[config.mk]
export PLATFORM = sky130hd
export DESIGN_NAME = constant_speed_step_generator_unit
export DESIGN_NICKNAME = d
export VERILOG_FILES = /design/src/rtl/cssg_pkg.sv /design/src/rtl/cssg_hp_calc.sv /design/src/rtl/constant_speed_step_generator_unit.sv
export SDC_FILE = /design/constraint.sdc
export NUM_CORES = 1
export LEC_CHECK = 0
export BUFFER_PORTS_ARGS = -buffer_cell sky130_fd_sc_hd__buf_2
export CAP_MARGIN = 25
export CELL_PAD_IN_SITES_DETAIL_PLACEMENT = 0
export CELL_PAD_IN_SITES_GLOBAL_PLACEMENT = 2
export CORE_ASPECT_RATIO = 0.9
export CORE_UTILIZATION = 35
export DETAILED_ROUTE_END_ITERATION = 8
export PLACE_DENSITY = 0.8
export SYNTH_ARGS = -nofsm -noshare
export SYNTH_HDL_FRONTEND = slang
export SYNTH_SLANG_ARGS = --single-unit
export TNS_END_PERCENT = 30
[constraint.sdc]
create_clock -name clk -period 3.9 [get_ports clk]
set_clock_uncertainty 0.2 [all_clocks]
set_input_delay 0.39 -clock clk [delete_from_list [all_inputs] [get_ports clk]]
set_output_delay 0.39 -clock clk [all_outputs]
set_load 0.05 [all_outputs]
[src/rtl/cssg_pkg.sv]
`default_nettype none
// ----------------------------------------------------------------------------
// cssg_pkg
// Shared types and constants for the constant-speed step generator.
// ----------------------------------------------------------------------------
package cssg_pkg;

  localparam int STEP_W     = 24;
  localparam int RPM_W      = 16;
  localparam int POS_W      = 32;
  localparam int HP_W       = 16;
  localparam int CFG_IDX_W  = 1;
  localparam int CFG_DATA_W = 1;

  // ticks per minute, the dividend of the half-period
  localparam int TICKS_PER_MIN = 60000;
  localparam int MICRO_RATIO   = 16;

  localparam int DEF_FULL_STEPS_PER_REV = 200;
  localparam int DEF_MAX_RPM            = 600;

  localparam logic [CFG_IDX_W-1:0] CFG_MICROSTEP = 1'd0;
  localparam logic [CFG_IDX_W-1:0] CFG_HOLD      = 1'd1;

  typedef enum logic [1:0] {
    OP_TICK  = 2'd0,
    OP_START = 2'd1,
    OP_STOP  = 2'd2,
    OP_ZERO  = 2'd3
  } op_t;

  // request to the half-period unit
  typedef struct packed {
    logic             start;
    logic             sixteenth;
    logic [RPM_W-1:0] rpm;
  } hp_req_t;

endpackage

`default_nettype wire

[src/rtl/cssg_hp_calc.sv]
`default_nettype none
// ----------------------------------------------------------------------------
// cssg_hp_calc
// Half-period unit: bit-serial rpm * steps-per-rev, then a bit-serial
// restoring division of the ticks per minute by that product.
// ----------------------------------------------------------------------------
module cssg_hp_calc #(
  parameter int FULL_STEPS_PER_REV = cssg_pkg::DEF_FULL_STEPS_PER_REV,
  parameter int MAX_RPM            = cssg_pkg::DEF_MAX_RPM
) (
  input  wire logic                   clk,
  input  wire logic                   rst,
  input  wire cssg_pkg::hp_req_t      req,
  output logic                        done,
  output logic [cssg_pkg::HP_W-1:0]   half_period
);
  import cssg_pkg::*;

  localparam int SPR_W  = $clog2(FULL_STEPS_PER_REV * MICRO_RATIO + 1);
  localparam int PROD_W = RPM_W + SPR_W;
  localparam int CNT_W  = $clog2(HP_W);

  localparam logic [SPR_W-1:0] SPR_FULL  = SPR_W'(FULL_STEPS_PER_REV);
  localparam logic [SPR_W-1:0] SPR_MICRO = SPR_W'(FULL_STEPS_PER_REV * MICRO_RATIO);
  localparam logic [RPM_W-1:0] RPM_LIMIT = RPM_W'(MAX_RPM);
  localparam logic [HP_W-1:0]  DIVIDEND  = HP_W'(TICKS_PER_MIN);

  typedef enum logic [1:0] {
    C_IDLE,
    C_MUL,
    C_DIV
  } calc_state_t;

  calc_state_t       state;
  logic [CNT_W-1:0]  cnt;
  logic [RPM_W-1:0]  mul_sr;
  logic [SPR_W-1:0]  spr;
  logic [PROD_W-1:0] acc;
  logic [HP_W-1:0]   dvd_sr;
  logic [HP_W-1:0]   rem;
  logic [HP_W-1:0]   quot;

  logic [PROD_W-1:0] acc_next;
  logic [PROD_W:0]   trial;
  logic              fits;
  logic [PROD_W:0]   trial_diff;

  assign acc_next   = {acc[PROD_W-2:0], 1'b0} +
                      (mul_sr[RPM_W-1] ? PROD_W'(spr) : '0);
  assign trial      = {{(PROD_W-HP_W){1'b0}}, rem, dvd_sr[HP_W-1]};
  assign fits       = trial >= {1'b0, acc};
  assign trial_diff = trial - {1'b0, acc};

  // quotient of zero still gives one tick
  assign half_period = (quot == '0) ? HP_W'(1) : quot;

  always_ff @(posedge clk) begin
    if (rst) begin
      state <= C_IDLE;
      done  <= 1'b0;
      quot  <= '0;
    end else begin
      done <= 1'b0;
      case (state)
        C_IDLE: begin
          if (req.start) begin
            mul_sr <= (req.rpm > RPM_LIMIT) ? RPM_LIMIT : req.rpm;
            spr    <= req.sixteenth ? SPR_MICRO : SPR_FULL;
            acc    <= '0;
            cnt    <= CNT_W'(HP_W - 1);
            state  <= C_MUL;
          end
        end
        C_MUL: begin
          acc    <= acc_next;
          mul_sr <= {mul_sr[RPM_W-2:0], 1'b0};
          cnt    <= cnt - 1'b1;
          if (cnt == '0) begin
            dvd_sr <= DIVIDEND;
            rem    <= '0;
            quot   <= '0;
            cnt    <= CNT_W'(HP_W - 1);
            state  <= C_DIV;
          end
        end
        C_DIV: begin
          rem    <= fits ? trial_diff[HP_W-1:0] : trial[HP_W-1:0];
          quot   <= {quot[HP_W-2:0], fits};
          dvd_sr <= {dvd_sr[HP_W-2:0], 1'b0};
          cnt    <= cnt - 1'b1;
          if (cnt == '0) begin
            done  <= 1'b1;
            state <= C_IDLE;
          end
        end
        default: state <= C_IDLE;
      endcase
    end
  end

`ifndef SYNTHESIS
  a_start_only_idle: assert property (@(posedge clk) disable iff (rst)
    req.start |-> state == C_IDLE)
    else $error("half-period request while busy");

  a_done_after_div: assert property (@(posedge clk) disable iff (rst)
    done |-> $past(state) == C_DIV)
    else $error("done without a division pass");

  a_hp_nonzero: assert property (@(posedge clk) disable iff (rst)
    half_period != '0)
    else $error("half-period is zero");
`endif

endmodule

`default_nettype wire

[src/rtl/constant_speed_step_generator_unit.sv]
`default_nettype none
// ----------------------------------------------------------------------------
// constant_speed_step_generator_unit
// Step/direction pulse generator for a stepper driver at constant speed.
// ----------------------------------------------------------------------------
// Each input beat gives exactly one result beat. Tick, stop and zero beats
// and starts with zero steps or zero rpm return their result in the cycle
// after acceptance. A real start returns its result once the half-period
// unit is done: it multiplies rpm by steps per revolution one bit a cycle,
// then divides 60000 by the product one quotient bit a cycle; its done flag
// is registered, and the result beat is registered from it.
// One beat is in flight at a time; the next is taken once its result has
// been handed off or leaves in the same cycle. The step level toggles on
// every acting tick that does not end the move, position moves on each
// falling step edge, and the half-period of a move is fixed when it starts.
// ----------------------------------------------------------------------------
module constant_speed_step_generator_unit #(
  parameter int FULL_STEPS_PER_REV = cssg_pkg::DEF_FULL_STEPS_PER_REV,
  parameter int MAX_RPM            = cssg_pkg::DEF_MAX_RPM
) (
  input  wire logic                             clk,
  input  wire logic                             rst,
  input  wire logic                             cfg_we,
  input  wire logic [cssg_pkg::CFG_IDX_W-1:0]   cfg_addr,
  input  wire logic [cssg_pkg::CFG_DATA_W-1:0]  cfg_data,
  input  wire logic                             in_valid,
  output logic                                  in_ready,
  input  wire logic [1:0]                       op,
  input  wire logic [cssg_pkg::STEP_W-1:0]      step_count,
  input  wire logic                             forward,
  input  wire logic [cssg_pkg::RPM_W-1:0]       speed_rpm,
  output logic                                  out_valid,
  input  wire logic                             out_ready,
  output logic                                  step_level,
  output logic                                  dir_level,
  output logic                                  enable_n,
  output logic                                  busy_res,
  output logic                                  done_res,
  output logic signed [cssg_pkg::POS_W-1:0]     position
);
  import cssg_pkg::*;

  typedef enum logic {
    S_IDLE,
    S_CALC
  } state_t;

  state_t            state;
  logic              microstep_sixteenth;
  logic              hold_torque;
  logic [POS_W-1:0]  position_count;
  logic [POS_W-1:0]  target_position;
  logic              running;
  logic              step_high;
  logic              move_forward;
  logic [HP_W-1:0]   half_period;
  logic [HP_W-1:0]   wait_ticks;
  logic              driver_on;
  logic              done_flag;
  logic [STEP_W-1:0] saved_steps;
  logic              saved_fwd;

  logic              in_fire;
  op_t               op_code;
  logic              start_null;
  logic              tick_end;
  hp_req_t           hp_req;
  logic              hp_done;
  logic [HP_W-1:0]   hp_value;

  assign in_ready   = (state == S_IDLE) && (!out_valid || out_ready);
  assign in_fire    = in_valid && in_ready;
  assign op_code    = op_t'(op);
  assign start_null = (step_count == '0) || (speed_rpm == '0);
  // an acting tick that finds the target reached ends the move
  assign tick_end   = running && (wait_ticks == '0) &&
                      (position_count == target_position);

  assign hp_req.start     = in_fire && (op_code == OP_START) && !start_null;
  assign hp_req.sixteenth = microstep_sixteenth;
  assign hp_req.rpm       = speed_rpm;

  cssg_hp_calc #(
    .FULL_STEPS_PER_REV (FULL_STEPS_PER_REV),
    .MAX_RPM            (MAX_RPM)
  ) u_hp_calc (
    .clk         (clk),
    .rst         (rst),
    .req         (hp_req),
    .done        (hp_done),
    .half_period (hp_value)
  );

  // result fields read state directly; state moves only when a beat is taken
  assign step_level = step_high;
  assign dir_level  = !move_forward;
  assign enable_n   = !driver_on;
  assign busy_res   = running;
  assign done_res   = done_flag;
  assign position   = position_count;

  always_ff @(posedge clk) begin
    if (rst) begin
      state               <= S_IDLE;
      microstep_sixteenth <= 1'b1;
      hold_torque         <= 1'b1;
      position_count      <= '0;
      target_position     <= '0;
      running             <= 1'b0;
      step_high           <= 1'b0;
      move_forward        <= 1'b0;
      half_period         <= HP_W'(1);
      wait_ticks          <= '0;
      driver_on           <= 1'b0;
      done_flag           <= 1'b0;
      out_valid           <= 1'b0;
    end else begin
      if (cfg_we) begin
        case (cfg_addr)
          CFG_MICROSTEP: microstep_sixteenth <= cfg_data[0];
          CFG_HOLD:      hold_torque         <= cfg_data[0];
          default: ;
        endcase
      end

      case (state)
        S_IDLE: begin
          if (in_fire) begin
            // a real start holds its result until the half-period is ready
            out_valid <= !hp_req.start;
            case (op_code)
              OP_TICK: begin
                done_flag <= tick_end;
                if (running) begin
                  if (wait_ticks != '0) begin
                    wait_ticks <= wait_ticks - 1'b1;
                  end else if (position_count == target_position) begin
                    step_high <= 1'b0;
                    driver_on <= hold_torque;
                    running   <= 1'b0;
                  end else begin
                    wait_ticks <= half_period - 1'b1;
                    step_high  <= !step_high;
                    // position moves on the falling step edge
                    if (step_high) begin
                      position_count <= move_forward ? position_count + 1'b1
                                                     : position_count - 1'b1;
                    end
                  end
                end
              end
              OP_START: begin
                done_flag <= 1'b0;
                if (start_null) begin
                  step_high <= 1'b0;
                  driver_on <= hold_torque;
                  running   <= 1'b0;
                end else begin
                  saved_steps <= step_count;
                  saved_fwd   <= forward;
                  state       <= S_CALC;
                end
              end
              OP_STOP: begin
                done_flag <= running;
                running   <= 1'b0;
                step_high <= 1'b0;
                driver_on <= hold_torque;
              end
              OP_ZERO: begin
                done_flag      <= 1'b0;
                position_count <= '0;
              end
              default: ;
            endcase
          end else if (out_ready) begin
            out_valid <= 1'b0;
          end
        end
        S_CALC: begin
          if (hp_done) begin
            half_period     <= hp_value;
            running         <= 1'b1;
            target_position <= saved_fwd
                               ? position_count + POS_W'(saved_steps)
                               : position_count - POS_W'(saved_steps);
            move_forward    <= saved_fwd;
            wait_ticks      <= '0;
            step_high       <= 1'b0;
            driver_on       <= 1'b1;
            done_flag       <= 1'b0;
            out_valid       <= 1'b1;
            state           <= S_IDLE;
          end
        end
        default: state <= S_IDLE;
      endcase
    end
  end

`ifndef SYNTHESIS
  a_done_not_busy: assert property (@(posedge clk) disable iff (rst)
    (out_valid && done_res) |-> !busy_res)
    else $error("done beat while a move still runs");

  a_hp_done_in_calc: assert property (@(posedge clk) disable iff (rst)
    hp_done |-> state == S_CALC)
    else $error("half-period result outside a start");

  a_wait_below_period: assert property (@(posedge clk) disable iff (rst)
    running |-> wait_ticks < half_period)
    else $error("tick countdown beyond half-period");

  a_calc_no_result: assert property (@(posedge clk) disable iff (rst)
    (state == S_CALC) |-> !out_valid)
    else $error("result beat shown while a start is computed");
`endif

endmodule

`default_nettype wire

== Word-level counts from Yosys, hierarchy flattened ==
Cells that the tools add are included.
Operators by class
  bitwise logic cells: 5
  reductions and logical operators: 45
  equality and inequality tests: 24
  mux-type cells: 69
  $add $sub $neg: 9
  $lt $le $gt $ge: 2
Operators with widths (count)
  2-to-1 mux 16 bit: 12
  2-to-1 mux 32 bit: 6
  case mux 16 bit (2 select lines): 5
  case mux 32 bit (2 select lines): 1
  case mux 28 bit (2 select lines): 1
  zero test 16 bit: 3
  adder 32 x 1 -> 32 bit, second input constant: 1
  adder 32 x 24 -> 32 bit: 1
  == test 32 bit: 1
  subtractor 16 x 1 -> 16 bit, second input constant: 2
  subtractor 32 x 1 -> 32 bit, second input constant: 1
  subtractor 32 x 24 -> 32 bit: 1
  adder 28 x 12 -> 28 bit: 1
  greater-or-equal comparator 17 x 28 -> 1 bit: 1
  2-to-1 mux 28 bit: 1
  zero test 24 bit: 1
  2-to-1 mux 1 bit: 24
  2-to-1 mux 12 bit: 2
  > comparator 16 x 10 -> 1 bit, second input constant: 1
  nonzero test 16 bit: 1
  subtractor 16 bit: 1
  inequality test 3 bit, second input constant: 5
  AND reduction 3 bit: 5
  inequality test 2 bit, second input constant: 7
  other kinds (26): 69
Word-level totals
  logic and storage cells: 178
  flip-flop bits (word level): 241
  input port bits: 50
  output and inout bits: 39

== Depth between registers and ports, before layout ==
Gate-level depths: netlist of run 1.
  word-level depth: 9
  depth in mapped cells: 19
  depth with buffers taken out: 19

== Modules after synthesis ==
From an unflattened synthesis of run 1, not the netlist that was laid out.
Second synthesis, totals
  cells, all modules: 1703
  area total of the unflattened synthesis: 14704.1 µm²
Modules (own cells, without submodules)
  constant_speed_step_generator_unit: instances 1, sequential area each 2852.7 µm², area an instance 9599.2 µm², cells an instance 1218
  cssg_hp_calc: instances 1, sequential area each 2602.5 µm², area an instance 5104.9 µm², cells an instance 485

== Worst setup path after synthesis of run 1 ==
OpenSTA, ideal clock, no wires.
  path kind: reg-to-reg
  start: register out_valid
  end: register u_hp_calc.acc[10] (enable)
  stages on the path, launching flop included: 7
  setup slack: -0.501 ns
  arrival: 3.762 ns
  required time: 3.261 ns
  library setup time: 0.439 ns
  period minus slack after synthesis: 4.401 ns
  path through: dfxtp_1 > a21oi_1 > and2_0 > nand2_1 > nor2_1 > a21oi_1 > nor2_1
On the way
  cells in the longest elaborated chain, start to end: 8
Ends and longest elaborated chain
  start, declared: line constant_speed_step_generator_unit.sv:32  | output logic out_valid,
  start signal, assigned: line constant_speed_step_generator_unit.sv:130  | out_valid <= !hp_req.start;
  zero test 1 bit: line constant_speed_step_generator_unit.sv:71  | assign in_ready = (state == S_IDLE) && (!out_valid || out_ready);
  logical OR 1 bit: line constant_speed_step_generator_unit.sv:71
  logical AND 1 bit: line constant_speed_step_generator_unit.sv:71
  net in_ready: line constant_speed_step_generator_unit.sv:27  | output logic in_ready,
  logical AND 1 bit: line constant_speed_step_generator_unit.sv:72  | assign in_fire = in_valid && in_ready;
  logical AND 1 bit (2 in series): line constant_speed_step_generator_unit.sv:79  | assign hp_req.start = in_fire && (op_code == OP_START) && !start_null;
  inequality test 2 bit (no line)
  AND reduction 3 bit (no line)
  end signal, assigned: line cssg_hp_calc.sv:75  | acc <= acc_next;
  end, declared: line cssg_hp_calc.sv:38  | logic [PROD_W-1:0] acc;
The timed path passes the listed nets, and every way through them passes these cells.
A chain may end at the register's enable or synchronous reset.

== Worst setup path in the final report of run 1 ==
  start: register saved_steps[9]
  end: register target_position[30]
On the way
  cells in the longest elaborated chain, start to end: 2
  elaborated cells on any way between the ends: 3
  those cells by class: add/sub (2); mux (1)
Ends and longest elaborated chain
  start, declared: line constant_speed_step_generator_unit.sv:60  | logic [STEP_W-1:0] saved_steps;
  start signal, assigned: line constant_speed_step_generator_unit.sv:159  | saved_steps <= step_count;
  subtractor 32 x 24 -> 32 bit / adder 32 x 24 -> 32 bit (equally long branches): line constant_speed_step_generator_unit.sv:186, constant_speed_step_generator_unit.sv:185
  2-to-1 mux 32 bit (*): line constant_speed_step_generator_unit.sv:185  | ? position_count + POS_W'(saved_steps)
  end signal, assigned: line constant_speed_step_generator_unit.sv:184  | target_position <= saved_fwd
  end, declared: line constant_speed_step_generator_unit.sv:52  | logic [POS_W-1:0] target_position;
Mark *: on every way between the ends. The rest lies on a longest branch, timed or not.

==> results of run 1 <==
cells by family after synthesis:
logic type               Yosys count
XOR/XNOR                         138
adder cells (fa/ha/maj)          101
multiplexers                      18
flip-flops                       223
AO/OA/AOI/OAI                    446
buffers and inverters            123
AND/OR/NAND/NOR                  578
routing by layer:
layer | wire (um) | share of wire (%)
met1 | 19300 | 47
met2 | 18400 | 45
met3 | 1630 | 4.0
met4 | 1340 | 3.3
met5 | 0 | 0
timing repair:
action                                  in CTS  in global routing
pin swaps                                    3                  6
hold endpoints to repair                    51                  0
endpoints found under the setup margin      13                 19
gates cloned                                 0                  0
hold buffers                                43                  0
buffers inserted                             4                  1
gates resized for setup                     15                 17
worst max-delay path by stage:
stage / start / to / slack (ns) / depth (start not counted)
after floorplan: saved_steps[8] / target_position[30] / -0.06 / 16
after global placement: saved_steps[1] / target_position[29] / -0.22 / 19
after detailed placement: saved_steps[8] / target_position[29] / -0.31 / 16
after CTS: saved_steps[9] / target_position[30] / -0.05 / 18
after global routing: saved_steps[9] / target_position[30] / -0.30 / 18
final: saved_steps[9] / target_position[30] / -0.01 / 17
critical path: cells and delay by family, from the launching register on:
family / cells / cell delay [ns]
compound gates: 7 / 1.17
xor+xnor: 2 / 0.27
fa+ha+maj: 1 / 0.30
buf+inv: 2 / 0.29
flops: 1 / 0.38
simple gates: 5 / 1.18
per-stage QoR:
stage | util, % | cell area (um^2)
after floorplan | - | 14300
after global placement | 40.3 | 16100
after detailed placement | 40.3 | 16100
after CTS | 43.8 | 17500
after global routing | 44.0 | 17500
final | 44.0 | 17500
placed cells by master, fill, tap and decap left out, types with 73 or more instances in the layout:
| master | instances |
|---|---|
| a21oi_1 | 172 |
| nand2_1 | 147 |
| nor2_1 | 144 |
| dfxtp_1 | 124 |
| buf_4 | 120 |
| edfxtp_1 | 99 |
| ha_1 | 96 |
| xnor2_1 | 89 |
| buf_2 | 87 |
| o21ai_0 | 73 |
sequential cells by signal (all words and copies together) (netlist names), 4 cells and up:
name	flops
position	32
u_hp_calc.dvd_sr	11
half_period	16
saved_steps	24
u_hp_calc.cnt	4
target_position	32
u_hp_calc.quot	16
u_hp_calc.rem	16
wait_ticks	16
u_hp_calc.acc	25
u_hp_calc.mul_sr	16
power by group through the flow:
stage	clock [mW]	sequential, mW	combinational (mW)
global placement	0	2.56	0.979
CTS	2.54	2.51	1.03
detailed placement	0	2.56	0.975
finish	2.47	2.51	1.03
floorplan	0	2.60	0.620
global route	2.63	2.51	1.14
cell type report:
cell class | count | area (um^2) | area share (%)
flip-flops and latches | 223 | 5460 | 31.1
clock buffers | 36 | 729 | 4.16
repair buffers | 252 | 1810 | 10.3
well taps | 532 | 666 | 3.80
multi-input cells | 1281 | 8510 | 48.6
inverters | 61 | 229 | 1.31
clock inverters | 12 | 133 | 0.756
==> flow_summary.toml, run 1 <==
[global_routing]
grt_use_total_pct = 19.5
grt_pass1_wl_um = 65900
globalRouteMet3Util_pct = 2.92
antenna_found_initial = 0
grt_max_degree = 53
grt-busiest-layer = "met2"
use_met1_pct = 26.2
grt_pass1_vias = 12300
overflow = 0
met2_usage_pct = 31.9

[placement]
place.gp.congestion = 0.859
io_buffers = 88
place_worst_setup_slack_ns = -0.309
dp_hpwl_um = 30500
dp_cells = 2302

[logic_synthesis]
yosysUniqueCellTypes = 79
async_flop_share_pct = 0
synthAdderAreaFrac_pct = 9.06
synth_largest_area_cell = "edfxtp_1"
synth_cells = 1627
syn_avg_cell_area_um2 = 8.78
syn_nets = 1778
syn_area_mm2 = 0.0143
synth_edf_count = 99
synth_xor_area_share_pct = 8.46
netlist_top_cells_count = "a21oi_1, nor2_1, nand2_1, dfxtp_1, edfxtp_1"
synth_area_leaders = "edfxtp_1, dfxtp_1, ha_1"
synth.most_common_cell = "a21oi_1"
yosysWarnings = 0
synth_top_flop_cell = "dfxtp_1"
synth_top_family_by_area = "simple AND/OR/NAND/NOR gates"
yosysSeqAreaShare_pct = 38.2
ys_ff_latch = 223
synthSimpleGateAreaFrac_pct = 20.1
muxShareOfSynthArea_pct = 1.30
synth_top_area_share_pct = 20.8
synth_compound_area_share_pct = 19.5

[final_layout]
drive_above_1_share_pct = 16.9
nets = 1996
nFillCells = 4015
area_growth_pct = 22.7
instances_no_fill = 2397
antenna_cells = 0

[floorplan]
fp.dieW_um = 215
start_util_pct = 35.8
dieHeight_um = 194
dieArea_mm2 = 0.0416
core_mm2 = 0.0399
io_pins = 89
rows = 69

[detailed_routing]
vias_per_cell = 5.23
firstDrtPassIters = 5
ant_nets = 0
routed_wl_um = 40700
routedWlPerCell_um = 17.0
drt-initial-drc-count = 729
vias = 12500
route.detailed.drc = 0

[clocking]
ctsHtreeMaxLevel = 1
cts_tree = "yes"
clockBufferDepth = 3
cts_made_buffers = 26
clk_pin_slew_ns = 0.06
cts_sinks = 223
clock_latency_ns = 0.56
root_buffer = "clkbuf_16"

[critical_path]
path_class = "register to register"
required_ns = 4.13
reg2reg_slack_ns = -0.01
reg2reg_depth = 17
crit_path_start_kind = "register"
path_cells = "or4_4 > nor4_4 > buf_4 > and3b_2 > a21oi_1 > xor2_1 > ha_1 > a21o_1 > a31o_2 > nand3b_1 > a311oi_2 > nor2_4 > a211oi_2 > buf_4 > a21oi_1 > xnor2_1 > o21ai_0"
critPathArrivalTime_ns = 4.14
timing.rr.start = "saved_steps[9]"
cp-end-kind = "register"
crit_slowest_cell = "or4_4"
critPathMaxFanout = 4
crit_path_max_incr_delay_ns = 0.57
worstReg2RegEnd = "target_position[30]"

[power]
powerDensity_mw_per_mm2 = 343
ir_drop_mv = 0.250
swShare_pct = 27.4
pwr-share-seq_pct = 41.8
power_mw = 6.00
power_frac_comb_pct = 17.2
p_sw_mw = 1.64
leakagePower_nw = 7.09
p_int_mw = 4.36
pwr-share-clk_pct = 41.1

[sta]
relSlewSlack_pct = 34.7
fmax_mhz = 256
tightest_slew_ns = 0.973
finalSetupViolCount = 2
period_minus_slack_ns = 3.91
fin_hold_ws_ns = 0.130
period_share_pct = 100
setup_ws_ns = -0.0102
hold_viol = 0
fin_tns_setup_ns = -0.0147
drv_slew = 0
rsz0062_at_grt = "yes"

[run_status]
violations = "negative setup slack"
status = "finished with violations"

[hold_path]
worstHoldPathType = "input pin to register"
hold_depth = 5
holdPathEnd = "u_hp_calc.mul_sr[9]"
min_from = "speed_rpm[15]"

[run]
cap_violations = 0
(Power assumes the default switching activity.)
==> inputs of run 2 (changes only) <==
--- a/config.mk
+++ b/config.mk
@@ -5,14 +5,14 @@
 export SDC_FILE = /design/constraint.sdc
 export NUM_CORES = 1
 export LEC_CHECK = 0
-export BUFFER_PORTS_ARGS = -buffer_cell sky130_fd_sc_hd__buf_2
 export CAP_MARGIN = 25
 export CELL_PAD_IN_SITES_DETAIL_PLACEMENT = 0
 export CELL_PAD_IN_SITES_GLOBAL_PLACEMENT = 2
-export CORE_ASPECT_RATIO = 0.9
-export CORE_UTILIZATION = 35
+export CORE_ASPECT_RATIO = 1.4
+export CORE_UTILIZATION = 36
 export DETAILED_ROUTE_END_ITERATION = 8
-export PLACE_DENSITY = 0.8
+export DONT_BUFFER_PORTS = 1
+export PLACE_DENSITY = 0.79
 export SYNTH_ARGS = -nofsm -noshare
 export SYNTH_HDL_FRONTEND = slang
 export SYNTH_SLANG_ARGS = --single-unit
==> flow_summary.toml, run 2 (same netlist as run 1, synthesis figures left out) <==
[run_status]
status = "finished with violations"
violations = "negative hold slack, negative setup slack"

[clocking]
ctsHtreeMaxLevel = 1
cts_made_buffers = 26
clockBufferDepth = 3
cts_sinks = 223
clock_latency_ns = 0.54
cts_tree = "yes"
root_buffer = "clkbuf_16"
clk_pin_slew_ns = 0.07

[floorplan]
dieArea_mm2 = 0.0405
dieHeight_um = 238
rows = 86
fp.dieW_um = 170
core_mm2 = 0.0393
io_pins = 89
start_util_pct = 36.4

[final_layout]
multiInputGateArea_mm2 = 0.00865
seqCellArea_mm2 = 0.00546
final_common_cell = "a21oi_1"
antenna_cells = 0
nets = 2005
instances_no_fill = 2402
most-common-layout-cells = "a21oi_1, nand2_1, nor2_1, buf_4, dfxtp_1"
drive_above_1_share_pct = 14.5
nFillCells = 3904
area_growth_pct = 27.0

[detailed_routing]
drt-initial-drc-count = 601
route.detailed.drc = 0
vias = 12800
ant_nets = 0
vias_per_cell = 5.32
routedWlPerCell_um = 18.1
firstDrtPassIters = 4
routed_wl_um = 43600

[critical_path]
crit_path_start_kind = "register"
cp-end-kind = "register"
critPathArrivalTime_ns = 4.24
path_cells = "or4_4 > nor4_4 > buf_4 > and3b_2 > a21oi_2 > xor2_2 > ha_1 > a21o_1 > a31o_2 > nand3b_1 > a311oi_2 > nor2_2 > buf_4 > a31oi_2 > xnor2_1 > nand2_1 > a21oi_1"
crit_slowest_cell = "or4_4"
critPathMaxFanout = 5
crit_path_max_incr_delay_ns = 0.56
cp_num_buf_inv = 2
cp_common_cell = "buf_4"
path_class = "register to register"
required_ns = 4.17
cp_top_family = "simple AND/OR/NAND/NOR gates"

[sta]
fin_tns_setup_ns = -0.109
fmax_mhz = 252
drv_slew = 0
hold_viol = 27
period_minus_slack_ns = 3.96
setup_ws_ns = -0.0624
relSlewSlack_pct = 28.9
tightest_slew_ns = 1.06
finalSetupViolCount = 3
fin_hold_ws_ns = -0.288
rsz0062_at_grt = "yes"
period_share_pct = 102

[placement]
place.gp.congestion = 0.895
dp_hpwl_um = 31700
io_buffers = 0
dp_cells = 2228

[global_routing]
met2_usage_pct = 40.7
overflow = 0
grt_max_degree = 114
grt_use_total_pct = 21.5
grt_pass1_wl_um = 68800
antenna_found_initial = 0
globalRouteMet3Util_pct = 3.03
use_met1_pct = 23.5
grt-busiest-layer = "met2"
grt_pass1_vias = 13100

[power]
ir_drop_mv = 0.342
powerDensity_mw_per_mm2 = 334
leakagePower_nw = 7.40

[run]
cap_violations = 0

[hold_path]
worstHoldPathType = "input pin to register"
-- run 2: changes by cell type in the layout (fill, tap and decap cells not counted), moves of 7 or more --
cell | previous run | this run
buf_2 | 87 | 0
o21ai_0 | 73 | 65
dlygate4sd3_1 | 43 | 118
buf_4 | 120 | 141
o21ai_1 | 3 | 10
-- run 2: path summary, 6_finish.rpt --
path                       startpoint                   to  slack (ns)  depth (start not counted)
hold reg to reg   microstep_sixteenth    u_hp_calc.spr[10]        0.26                          0
hold / removal                    rst        wait_ticks[6]       -0.29                          1
setup reg to reg       saved_steps[8]  target_position[24]       -0.06                         17
setup / recovery       saved_steps[8]  target_position[24]       -0.06                         17
-- run 2: repair_timing --
action / CTS / global route
endpoints found under the hold margin: 170 / 30
gates cloned: 0 / 1
setup buffers: 4 / 3
pin swaps: 6 / 19
hold buffers: 115 / 3
resized for setup: 17 / 49
setup endpoints to repair: 11 / 33
-- run 2: layer usage --
layer | wire length (um) | up-vias
met3 | 1710 | 90
met4 | 1820 | 0
met2 | 22900 | 221
met1 | 17200 | 6102
met5 | 0 | -
li1 | - | 6360
-- run 2: per-stage QoR --
step	setup WS [ns]	utilization [%]	area [um^2]	power, mW	hold slack [ns]
final	-0.0624	46.2	18100	6.05	-0.288
after global routing	-0.221	46.2	18100	6.32	-0.305
after CTS	-0.108	45.5	17900	6.11	-0.314
after global placement	-0.222	40.0	15700	3.49	0.228
after detailed placement	-0.239	40.1	15700	3.49	0.236
after floorplan	-0.0558	-	14300	3.22	0.208
-- run 2: power by group --
part,switching [mW],internal (mW)
registers,0.0398,2.47
clock network,1.01,1.53
logic,0.562,0.451
total,1.61,4.44
-- run 2: area by class of cell --
cell class | count | share of cell area, %
multi-input combinational | 1282 | 47.7
tap | 528 | 3.64
inverter | 61 | 1.26
clock inverter | 13 | 0.855
sequential | 223 | 30.1
timing repair buffer | 260 | 12.5
clock buffer | 35 | 4.06
==> inputs of run 3 (changes only) <==
--- a/config.mk
+++ b/config.mk
@@ -9,10 +9,10 @@
 export CELL_PAD_IN_SITES_DETAIL_PLACEMENT = 0
 export CELL_PAD_IN_SITES_GLOBAL_PLACEMENT = 2
 export CORE_ASPECT_RATIO = 1.4
-export CORE_UTILIZATION = 36
+export CORE_UTILIZATION = 38
 export DETAILED_ROUTE_END_ITERATION = 8
 export DONT_BUFFER_PORTS = 1
-export PLACE_DENSITY = 0.79
+export PLACE_DENSITY = 0.8
 export SYNTH_ARGS = -nofsm -noshare
 export SYNTH_HDL_FRONTEND = slang
 export SYNTH_SLANG_ARGS = --single-unit
==> constraint.sdc (replaced) <==
create_clock -name clk -period 4.45 [get_ports clk]
set_clock_uncertainty 0.2 [all_clocks]
set_input_delay 0.445 -clock clk [delete_from_list [all_inputs] [get_ports clk]]
set_output_delay 0.445 -clock clk [all_outputs]
set_load 0.05 [all_outputs]
==> flow_summary.toml, run 3 (same netlist as run 1, synthesis figures left out) <==
[placement]
dp_hpwl_um = 30300
io_buffers = 0
place.gp.congestion = 0.898

[sta]
relSlewSlack_pct = 30.5
finalSetupViolCount = 0
tightest_slew_ns = 1.04
drv_slew = 0
period_minus_slack_ns = 4.18
hold_viol = 0
fin_tns_setup_ns = 0
period_share_pct = 93.9
fmax_mhz = 239
rsz0062_at_grt = "no"

[critical_path]
cp-end-kind = "register"
worstReg2RegEnd = "target_position[29]"
critPathArrivalTime_ns = 4.45
crit_path_start_kind = "register"
reg2reg_slack_ns = 0.27
timing.rr.start = "saved_steps[4]"
required_ns = 4.72
path_class = "register to register"
reg2reg_depth = 16
critPathMaxFanout = 6

[floorplan]
start_util_pct = 38.8
rows = 83
core_mm2 = 0.0369
dieArea_mm2 = 0.0384
dieHeight_um = 231
fp.dieW_um = 166
io_pins = 89

[global_routing]
grt_pass1_vias = 12100
grt_pass1_wl_um = 65900
grt_max_degree = 106
antenna_found_initial = 0
overflow = 0
grt_use_total_pct = 21.6

[detailed_routing]
routedWlPerCell_um = 18.8
drt-initial-drc-count = 638
routed_wl_um = 41000
route.detailed.drc = 7
firstDrtPassIters = 8
ant_nets = 0
vias_per_cell = 5.53
vias = 12100

[final_layout]
postLayoutCoreUtil_pct = 44.9
antenna_cells = 0
drive_above_1_share_pct = 9.49
area_growth_pct = 15.9
nFillCells = 3648
most-common-layout-cells = "a21oi_1, nand2_1, nor2_1"
final_common_cell = "a21oi_1"
nets = 1849

[power]
powerDensity_mw_per_mm2 = 320
power_mw = 5.29
ir_drop_mv = 0.313
leakagePower_nw = 6.42

[hold_path]
hold_depth = 2
min_from = "rst"
worstHoldPathType = "input pin to register"
holdPathEnd = "position[31]"

[clocking]
clockBufferDepth = 3
root_buffer = "clkbuf_16"
clk_pin_slew_ns = 0.06
cts_tree = "yes"
ctsHtreeMaxLevel = 1
cts_sinks = 223
clock_latency_ns = 0.55
cts_made_buffers = 26
cts_setup_buffers = 0

[run]
cap_violations = 0

[run_status]
violations = "design-rule violations"
status = "finished with violations"
[run 3: changes by cell type in the layout (fill, tap and decap cells not counted), moves of 3 or more]
| cell | before | now |
|---|---|---|
| o21ai_1 | 10 | 2 |
| buf_4 | 141 | 60 |
| o21ai_2 | 3 | 0 |
| nor3_1 | 57 | 60 |
| dlygate4sd3_1 | 118 | 42 |
| o21ai_0 | 65 | 75 |
| clkbuf_1 | 5 | 1 |
| inv_6 | 1 | 4 |
| a21oi_2 | 10 | 1 |
| a21oi_1 | 166 | 175 |
| a31oi_2 | 7 | 2 |
| clkbuf_8 | 3 | 0 |
| a31oi_1 | 18 | 23 |
[run 3: timing repair]
| action | 4_1_cts | 5_1_grt |
|---|---|---|
| hold buffers | 43 | 0 |
| endpoints found under the hold margin | 152 | 0 |
| gates resized for setup | 4 | 12 |
| pin swaps | 0 | 1 |
| setup endpoints to repair | 2 | 10 |
[run 3: per-layer routing]
layer / up-vias / routed length [um] / global-route usage [%]
met3: 86 / 1490 / 3.13
met5: - / 0 / 0
met4: 0 / 1560 / 9.32
li1: 6050 / - / -
met2: 208 / 21300 / 40.7
met1: 5744 / 16700 / 24.1
[run 3: worst max-delay path: stages, from the launching register on]
cell and delay, ns:
edfxtp_1 0.44, or4_1 0.60, nor2_2 0.20, nor2_1 0.07, xnor2_1 0.15, ha_1 0.36
nand2_1 0.18, nor3_1 0.35, a2111oi_4 0.10, buf_4 0.15, o21ai_0 0.26, a31oi_1 0.16
buf_4 0.16, o21ai_1 0.28, a21oi_1 0.15, xor2_1 0.16, o21ai_0 0.13
[run 3: power breakdown]
group | total (mW) | switching, mW | internal [mW]
clock network | 2.29 | 0.931 | 1.35
registers | 2.20 | 0.0387 | 2.16
logic | 0.805 | 0.471 | 0.334
[run 3: worst max path at each step]
stage	start	slack [ns]	end	cells past startpoint
4_1_cts	saved_steps[8]	0.05	target_position[30]	15
2_1_floorplan	out_valid	0.05	u_hp_calc.acc[10]	6
5_1_grt	saved_steps[4]	0.01	target_position[29]	16
6_report	saved_steps[4]	0.27	target_position[29]	16
3_5_place_dp	saved_steps[0]	-0.27	target_position[29]	19
3_3_place_gp	saved_steps[0]	-0.26	target_position[29]	19
[run 3: layout make-up]
type | count | area [um^2] | area share, %
sequential | 223 | 5460 | 33.0
clock inverter | 20 | 235 | 1.42
multi-input combinational | 1281 | 8450 | 51.0
timing repair buffer | 105 | 923 | 5.58
inverter | 61 | 229 | 1.38
tap | 467 | 584 | 3.53
clock buffer | 28 | 679 | 4.10
[run 3: through the flow]
stage	instance area [um^2]	instances	hold slack, ns	worst slack [ns]
finish	16600	2185	0.0451	0.270
global placement	15100	2092	0.229	-0.262
detailed placement	15100	2094	0.229	-0.273
floorplan	14300	1627	0.208	0.0486
CTS	16500	2185	0.0220	0.0469
global route	16600	2185	0.0395	0.0144
